[src/design/mbwr_pkg.sv]
// Package for the write-single-register RTU framer: request and byte types,
// protocol constants and the CRC-16 byte update. Depends on nothing.
package mbwr_pkg;

  localparam int unsigned FrameBytes = 8;
  localparam int unsigned IdxW       = $clog2(FrameBytes);

  localparam logic [7:0]  FuncWriteSingle = 8'h06;
  localparam logic [15:0] CrcInit         = 16'hFFFF;
  localparam logic [15:0] CrcPoly         = 16'hA001;

  // Positions of the bytes within the frame, in transmit order.
  localparam logic [IdxW-1:0] IdxSlave   = IdxW'(0);
  localparam logic [IdxW-1:0] IdxFunc    = IdxW'(1);
  localparam logic [IdxW-1:0] IdxRegHi   = IdxW'(2);
  localparam logic [IdxW-1:0] IdxRegLo   = IdxW'(3);
  localparam logic [IdxW-1:0] IdxValHi   = IdxW'(4);
  localparam logic [IdxW-1:0] IdxValLo   = IdxW'(5);
  localparam logic [IdxW-1:0] IdxCrcLo   = IdxW'(6);
  localparam logic [IdxW-1:0] IdxCrcHi   = IdxW'(7);

  typedef struct packed {
    logic [7:0]  slave_address;
    logic [15:0] register_address;
    logic [15:0] register_value;
  } req_t;

  typedef struct packed {
    logic [7:0] frame_byte;
    logic       last_byte;
  } rsp_t;

  // Reflected CRC-16 over one byte, least significant bit first.
  function automatic logic [15:0] crc_update(logic [15:0] acc, logic [7:0] data);
    logic [15:0] c;
    c = acc ^ {8'h00, data};
    for (int k = 0; k < 8; k++) begin
      if (c[0]) begin
        c = (c >> 1) ^ CrcPoly;
      end else begin
        c = c >> 1;
      end
    end
    return c;
  endfunction

endpackage

[src/design/mbwr_frame_seq.sv]
// Frame sequencer: holds one request, steps through the eight frame bytes
// and folds each body byte into the running CRC. Depends on mbwr_pkg.
module mbwr_frame_seq (
  input  logic           clk_i,
  input  logic           rst_ni,
  input  logic           req_valid_i,
  input  mbwr_pkg::req_t req_i,
  output logic           req_stall_o,
  input  logic           advance_i,
  output logic           beat_valid_o,
  output mbwr_pkg::rsp_t beat_o
);

  logic                          busy_q, busy_d;
  logic [mbwr_pkg::IdxW-1:0]     idx_q, idx_d;
  logic [15:0]                   crc_q, crc_d;
  mbwr_pkg::req_t                req_q;
  logic [7:0]                    cur_byte;
  logic                          is_last;
  logic                          take;
  logic                          load;

  always_comb begin
    unique case (idx_q)
      mbwr_pkg::IdxSlave: cur_byte = req_q.slave_address;
      mbwr_pkg::IdxFunc:  cur_byte = mbwr_pkg::FuncWriteSingle;
      mbwr_pkg::IdxRegHi: cur_byte = req_q.register_address[15:8];
      mbwr_pkg::IdxRegLo: cur_byte = req_q.register_address[7:0];
      mbwr_pkg::IdxValHi: cur_byte = req_q.register_value[15:8];
      mbwr_pkg::IdxValLo: cur_byte = req_q.register_value[7:0];
      mbwr_pkg::IdxCrcLo: cur_byte = crc_q[7:0];
      default:            cur_byte = crc_q[15:8];
    endcase
  end

  assign is_last      = (idx_q == mbwr_pkg::IdxCrcHi);
  assign take         = busy_q && advance_i;
  // A new request may enter while the final byte of the current one leaves.
  assign req_stall_o  = busy_q && !(take && is_last);
  assign load         = req_valid_i && !req_stall_o;

  assign beat_valid_o      = busy_q;
  assign beat_o.frame_byte = cur_byte;
  assign beat_o.last_byte  = is_last;

  always_comb begin
    busy_d = busy_q;
    idx_d  = idx_q;
    crc_d  = crc_q;
    if (load) begin
      busy_d = 1'b1;
      idx_d  = mbwr_pkg::IdxSlave;
      crc_d  = mbwr_pkg::CrcInit;
    end else if (take) begin
      idx_d = idx_q + 1'b1;
      if (idx_q < mbwr_pkg::IdxCrcLo) begin
        crc_d = mbwr_pkg::crc_update(crc_q, cur_byte);
      end
      if (is_last) begin
        busy_d = 1'b0;
      end
    end
  end

  always_ff @(posedge clk_i or negedge rst_ni) begin
    if (!rst_ni) begin
      busy_q <= 1'b0;
      idx_q  <= '0;
    end else begin
      busy_q <= busy_d;
      idx_q  <= idx_d;
    end
  end

  always_ff @(posedge clk_i) begin
    crc_q <= crc_d;
    if (load) begin
      req_q <= req_i;
    end
  end

endmodule

[src/design/mbwr_out_reg.sv]
// Output register: holds one frame beat towards the receiver and tells the
// sequencer when it can move on. Depends on mbwr_pkg.
module mbwr_out_reg (
  input  logic           clk_i,
  input  logic           rst_ni,
  input  logic           beat_valid_i,
  input  mbwr_pkg::rsp_t beat_i,
  output logic           advance_o,
  output logic           out_valid_o,
  input  logic           out_stall_i,
  output mbwr_pkg::rsp_t out_data_o
);

  logic           valid_q;
  mbwr_pkg::rsp_t data_q;

  // The register refills when empty or when its beat is taken this cycle.
  assign advance_o   = !valid_q || !out_stall_i;
  assign out_valid_o = valid_q;
  assign out_data_o  = data_q;

  always_ff @(posedge clk_i or negedge rst_ni) begin
    if (!rst_ni) begin
      valid_q <= 1'b0;
    end else if (advance_o) begin
      valid_q <= beat_valid_i;
    end
  end

  always_ff @(posedge clk_i) begin
    if (advance_o && beat_valid_i) begin
      data_q <= beat_i;
    end
  end

endmodule

[src/design/modbus_write_register_framer.sv]
// Write-single-register RTU framer: each request beat becomes eight frame
// beats, the last one flagged. The first frame beat is held in the sequencer
// registers and then in the output register. Throughput: one frame beat per
// cycle while out_stall_i is low; the next request may enter as the last beat leaves.
// Reset clears only control state; nothing is kept between requests.
// Depends on mbwr_pkg, mbwr_frame_seq and mbwr_out_reg.
module modbus_write_register_framer (
  input  logic           clk_i,
  input  logic           rst_ni,
  input  logic           in_valid_i,
  output logic           in_stall_o,
  input  mbwr_pkg::req_t in_data_i,
  output logic           out_valid_o,
  input  logic           out_stall_i,
  output mbwr_pkg::rsp_t out_data_o
);

  logic           beat_valid;
  mbwr_pkg::rsp_t beat;
  logic           advance;

  mbwr_frame_seq u_seq (
    .clk_i        (clk_i),
    .rst_ni       (rst_ni),
    .req_valid_i  (in_valid_i),
    .req_i        (in_data_i),
    .req_stall_o  (in_stall_o),
    .advance_i    (advance),
    .beat_valid_o (beat_valid),
    .beat_o       (beat)
  );

  mbwr_out_reg u_out (
    .clk_i        (clk_i),
    .rst_ni       (rst_ni),
    .beat_valid_i (beat_valid),
    .beat_i       (beat),
    .advance_o    (advance),
    .out_valid_o  (out_valid_o),
    .out_stall_i  (out_stall_i),
    .out_data_o   (out_data_o)
  );

endmodule
[config.mk]
export PLATFORM = sky130hd
export DESIGN_NAME = modbus_write_register_framer
export DESIGN_NICKNAME = d
export VERILOG_FILES = /design/src/design/mbwr_pkg.sv /design/src/design/mbwr_frame_seq.sv /design/src/design/mbwr_out_reg.sv /design/src/design/modbus_write_register_framer.sv
export SDC_FILE = /design/constraint.sdc
export NUM_CORES = 1
export LEC_CHECK = 0
export CAP_MARGIN = 10
export CORE_ASPECT_RATIO = 1.25
export CORE_UTILIZATION = 56
export CTS_CLUSTER_SIZE = 8
export DETAILED_ROUTE_END_ITERATION = 10
export DONT_BUFFER_PORTS = 1
export PLACE_DENSITY = 0.73
export SETUP_SLACK_MARGIN = 0.05
export SYNTH_ARGS = -nofsm -noshare
export SYNTH_HDL_FRONTEND = slang
export SYNTH_SLANG_ARGS = --single-unit
export TNS_END_PERCENT = 50
[constraint.sdc]
create_clock -name clk_i -period 4.5 [get_ports clk_i]
set_clock_uncertainty 0.2 [all_clocks]
set_input_delay 0.675 -clock clk_i [delete_from_list [all_inputs] [get_ports clk_i]]
set_output_delay 0.675 -clock clk_i [all_outputs]
set_load 0.005 [all_outputs]
[Word level (Yosys, flattened, before mapping)]
Index checks and enable logic that the tools add are counted.
Widths: inputs -> output; s select.
Word-level totals
  flip-flop bits (word level): 70
  bits in latches: 0
  bits in writable memories: 0
  ROM bits: 0
  input port bits: 44
  output and inout bits: 11
  logic and storage cells: 76
  memories kept: 0
Operators by class
  add/sub/neg operators: 1
  multiply operators: 0
  div/mod/pow operators: 0
  magnitude comparators: 1
  eq/ne operators: 7
  shifts and indexed selects: 0
  multiplexer cells: 35
  bitwise gates (word level): 9
  reduce and logical (&&, ||, !) cells: 14
Operators by type and width (number)
  $mux 16: 29
  $pmux 8 s7: 1
  $not 2->3: 8
  $xor 16x8->16: 1
  $eq 3x3->1 const B: 4
  $eq 3x2->1 const B: 2
  $mux 3: 2
  $logic_and 1x1->1: 4
  $logic_not 1->1: 4
  $reduce_and 2->1: 2
  $reduce_bool 2->1: 2
  $add 3x1->3 const B: 1
  $eq 3x1->1 const B: 1
  $logic_not 3->1: 1
  $lt 3x3->1 const B: 1
  $mux 1: 3
  $logic_or 1x1->1: 1

[Logic depth before layout (Yosys ltp)]
  word-level depth: 41
  mapped depth: 13
  gate-level depth less buffers: 10

[By module]
Synthesis repeated with hierarchy kept, for this count alone.
Unflattened totals
  cells, all modules: 225
  area total of the unflattened synthesis: 3100.5 um^2
Modules (own cells, without submodules)
  mbwr_frame_seq: times used 1, cells each 212, area each 2782.7 um^2, seq. area each 1621.6 um^2
  mbwr_out_reg: times used 1, cells each 13, area each 317.8 um^2, seq. area each 295.3 um^2

[Least setup slack after synthesis]
OpenSTA, ideal clock, no wires.
  path type: flip-flop to flip-flop
  start point: reg u_seq.idx_q[2] (netlist bit)
  end point: reg u_seq.crc_q[0]
  library setup time: 128 ps
  arrival time: 2902 ps
  slack: 1270 ps
  cell stages (with the launch flop): 14
  path buffers: 3
  clock period less this slack: 3230 ps
  cell sequence: dfrtp_1 -> buf_2 -> inv_1 -> ha_1 -> buf_6 -> or4_4 -> buf_6 -> nor2_4 -> a31oi_2 -> xnor2_2 -> xnor2_1 -> xnor3_2 -> xnor2_1 -> o21ai_1
RTL lines
  from (decl): line mbwr_frame_seq.sv:15  | logic [mbwr_pkg::IdxW-1:0] idx_q, idx_d;
  from (signal assigned): line mbwr_frame_seq.sv:71  | idx_q <= idx_d;
  to (signal assigned): line mbwr_frame_seq.sv:76  | crc_q <= crc_d;
  to (decl): line mbwr_frame_seq.sv:16  | logic [15:0] crc_q, crc_d;

[Worst setup path after layout]
  start point: reg u_seq.idx_q[0] (netlist bit)
  end point: reg u_seq.crc_q[15]
Between the ends
  longest elaborated chain between the ends: 33
  elaborated cells on any way between the ends: 53
  those cells by class: order compare (1); eq/ne (7); mux (30); bitwise (8); reduce/logical (7)
RTL lines
  $eq 3x3->1 (tied with other cells): line mbwr_frame_seq.sv:24  | unique case (idx_q)
  $pmux 8 s7: line mbwr_frame_seq.sv:24
  $xor 16x8->16: line mbwr_pkg.sv:36  | c = acc ^ {8'h00, data};
  $mux 16 or $not 2->3 (tied branches)
  $mux 16, on equally long branches: line mbwr_frame_seq.sv:56, mbwr_pkg.sv:38
  $mux 16, on equally long branches: line mbwr_frame_seq.sv:54, mbwr_frame_seq.sv:56
  $mux 16, on equally long branches: line mbwr_frame_seq.sv:50, mbwr_frame_seq.sv:54
  $mux 16 (tied with other cells): line mbwr_pkg.sv:38  | if (c[0]) begin
  [17 not listed]
  $mux 16, on equally long branches: line mbwr_frame_seq.sv:54, mbwr_frame_seq.sv:56
  $mux 16, on equally long branches: line mbwr_frame_seq.sv:50, mbwr_frame_seq.sv:54
  $not 2->3 (no line) or $mux 16 (tied branches)
  $mux 16: line mbwr_pkg.sv:38
  $mux 16: line mbwr_frame_seq.sv:56  | if (idx_q < mbwr_pkg::IdxCrcLo) begin
  $mux 16: line mbwr_frame_seq.sv:54  | end else if (take) begin
  $mux 16: line mbwr_frame_seq.sv:50  | if (load) begin
  $mux 16: line mbwr_pkg.sv:38
Parallel ways exist; a longest one is shown, timed or not. The select of a mux whose other input is x is not followed.
A chain may end at the register's enable or synchronous reset.

==> results by group <==
CTS
  – Clk_lat worst skew: about 0.35 ns
  – Post-CTS sizing: 0
  – Cts bufs inserted: 9
  – Longest Clk Path Bufs: 2
  – # H-tree levels: 3
  – Root Buffer Master: clkbuf_8
  – Clk slew on worst S/H paths: approximately 0.070 ns
  – CTS tree: yes
  – Setup Buffers After CTS: 0
  – Clk sinks: 70

Critical path
  – CP startpoint kind: flip-flop
  – CP required: 4.50 ns
  – Critical Path AT: approximately 3.5 ns
  – R2r startpoint: u_seq.idx_q[0]$_DFFE_PN0P_
  – Critical Path Fanout Max: 10
  – Worst reg2reg path endpoint: u_seq.crc_q[15]$_SDFFE_PP1P_
  – Endpoint class of the critical path: flip-flop
  – R2R cell count: 9
  – Critical path class: flip-flop to flip-flop
  – R2R setup slack: roughly 1 ns

Worst hold path
  – Min-Delay Endpoint: u_seq.req_q[23]$_DFFE_PP_
  – Hold depth: 0
  – Worst hold-check path type: input pin to flip-flop
  – Hold_sp: in_data_i[23]

STA
  – Max transition margin: 25.1%
  – Period utilisation layout: 77.4%
  – Worst slew pin tran: around 1.1 ns
  – Fmax: approximately 290 MHz
  – RSZ-0062 raised after global routing: no
  – Max-slew violations: 0
  – Final Setup Violations: 0
  – Final min period: roughly 3.5 ns
  – Final hold vios: 0
  – Setup TNS: 0 ns
  – Post-route setup slack: between 1 and 1.5 ns

Drt
  – Wire per inst: approximately 18 µm
  – Antenna viol nets, final: 0
  – DR iter-0 viols: roughly 100
  – First drt pass iteration count: 4
  – Via count: roughly 1800
  – Final WL: 5.46 mm
  – Avg Vias per Cell: ~6
  – # DRC: 0

Cells and area
  – Layout fillers: 386
  – Antenna cells: 0
  – Leading cell type in the layout, fill and taps excluded: edfxtp_1
  – P&R area growth vs syn: 9.07%
  – Layout cells sized above 1: between 10% and 20%
  – Most frequent cells in the layout: edfxtp_1 (49), nand2_1 (25), dfxtp_1 (16)
  – Net count, final: 280
  – Final core occ: around 64%

Outcome
  – Status: complete, no violations

Placement
  – Post-DP HPWL: between 3 and 4 mm
  – GPL Wtd Cong: between 0.8 and 0.9
  – Setup Slack @ Placement: ~1.1 ns
  – I/O Buffers: 0

GRT
  – Met2 usage: between 20% and 30%
  – Met1 usage: ~30%
  – Vias in the first global route: approximately 1700
  – Total track usage: 21.3%
  – Largest net degree at the start of global routing: 35
  – Top Usage Layer GRT: met1
  – GR Util met3: 6.52%
  – Grt ovf: 0
  – Global-route wire length before repair: between 8 and 9 mm
  – Initial antenna violation count: 0

Floorplanning
  – Initial Util: 59.1%
  – Die Span Y: 84.7 µm
  – Die width: approximately 68 µm
  – Std-Cell Rows: 29
  – Die ar.: about 5800 µm²
  – Core ar.: around 5200 µm²
  – Top-Level Pins: 55

Synthesis
  – Mapped Area: between 3000 and 4000 µm²
  – Synth top area share: 48.0%
  – Post-Synthesis Cells: 226
  – Synth area leader: edfxtp_1
  – Syn_area_per_cell: 13.6 µm²
  – Syn Nets: about 280
  – Sequential-to-total area share from yosys stat: approximately 63%
  – Synth Register Bits: 70
  – Ranking of synthesized cells by area: edfxtp_1 (48%), dfxtp_1 (10%), dfrtp_1 (4.1%), xnor2_1 (3.4%), nand2_1 (3.1%)
  – Unique cell type count in the Yosys netlist: 44
  – Synth warn: 0

Job
  – Max Cap Viol: 0
## synth_stat cells (all sizes together)
master   n
a22o     2
a21o     2
o211ai   7
a32oi    1
o32ai    1
nand2   25
dfxtp   16
xnor3    1
nor2     9
or4      2
a22oi    5
a211o    1
nor3     4
mux2     3
clkbuf   4
o31ai    1
a221oi   5
xnor2   16
a221o    1
inv      6
nor4     1
a31o     1
dfrtp    5
a31oi    4
mux2i    6
buf      8
a32o     4
a222oi   2
nand2b   2
a21oi   14
edfxtp  49
xor2     4
o21ai    6
ha       6
nor2b    1
nand3    1
## repair_timing
item / in CTS / in global routing
setup endpoints to repair: 0 / 0
hold buffers: 1 / 0
endpoints found under the hold margin: 5 / 0
## flip-flops by register name (all words and copies together) (netlist names)
register / cells
u_seq.req_q: 40
u_seq.crc_q: 16
u_out.out_data_o: 9
u_seq.idx_q: 3
u_out.out_valid_o: 1
u_seq.beat_valid_o: 1
## layout make-up
cell class	instances	area, µm²	area share, %
clock buffers	9	124	3.71
clock inverters	7	88.8	2.66
inverters	6	22.5	0.674
multi-input cells	138	1050	31.5
flip-flops and latches	70	1920	57.4
well taps	62	77.6	2.32
repair buffers	5	60.1	1.80
## how the worst max path moves through the flow
stage	startpoint	endpoint	slack (ns)	depth (start not counted)
3_3_place_gp	u_seq.idx_q[0]$_DFFE_PN0P_	u_seq.crc_q[0]$_SDFFE_PP1P_	1.16	10
5_1_grt	u_seq.idx_q[0]$_DFFE_PN0P_	u_seq.crc_q[15]$_SDFFE_PP1P_	0.82	9
2_1_floorplan	u_seq.idx_q[2]$_DFFE_PN0P_	u_seq.crc_q[0]$_SDFFE_PP1P_	1.27	13
4_1_cts	u_seq.idx_q[0]$_DFFE_PN0P_	u_seq.crc_q[15]$_SDFFE_PP1P_	1.04	9
3_5_place_dp	u_seq.idx_q[0]$_DFFE_PN0P_	u_seq.crc_q[15]$_SDFFE_PP1P_	1.06	9
6_report	u_seq.idx_q[0]$_DFFE_PN0P_	u_seq.crc_q[15]$_SDFFE_PP1P_	1.01	9
## cell families after synthesis
family                     after synthesis  synth area share (%)
AOI/OAI and AO/OA                       57                  13.8
xor gates and xnor gates                21                  7.47
adders and majority gates                6                  2.45
buffers and inverters                   18                  3.23
DFF                                     70                  62.6
muxes                                    9                  3.06
and+or+nand+nor                         45                  7.39
## per-layer routing
layer	vias up	routed length [µm]
met5	-	0
met4	0	93
met3	10	318
met2	65	2540
met1	837	2510
li1	862	-
## critical path, stage by stage, from the launching register on
cell and delay [ns]:
dfrtp_1 0.43, ha_1 0.24, ha_1 0.36, nor4_4 0.59, nor3_1 0.14, o32ai_1 0.47
xnor2_1 0.23, xnor3_2 0.43, xnor2_1 0.18, o21ai_1 0.07
## through the flow
| step | instances | hold WS, ns | area, µm² |
|---|---|---|---|
| floorplan | 226 | 0.179 | 3060 |
| global placement | 279 | 0.180 | 3090 |
| detailed placement | 279 | 0.179 | 3090 |
| CTS | 296 | 0.206 | 3310 |
| global route | 297 | 0.201 | 3340 |
| finish | 297 | 0.218 | 3340 |
Power is left out: the tool's default activity adds up to more than one toggle a clock period on the data nets, which glitch-free logic cannot reach.
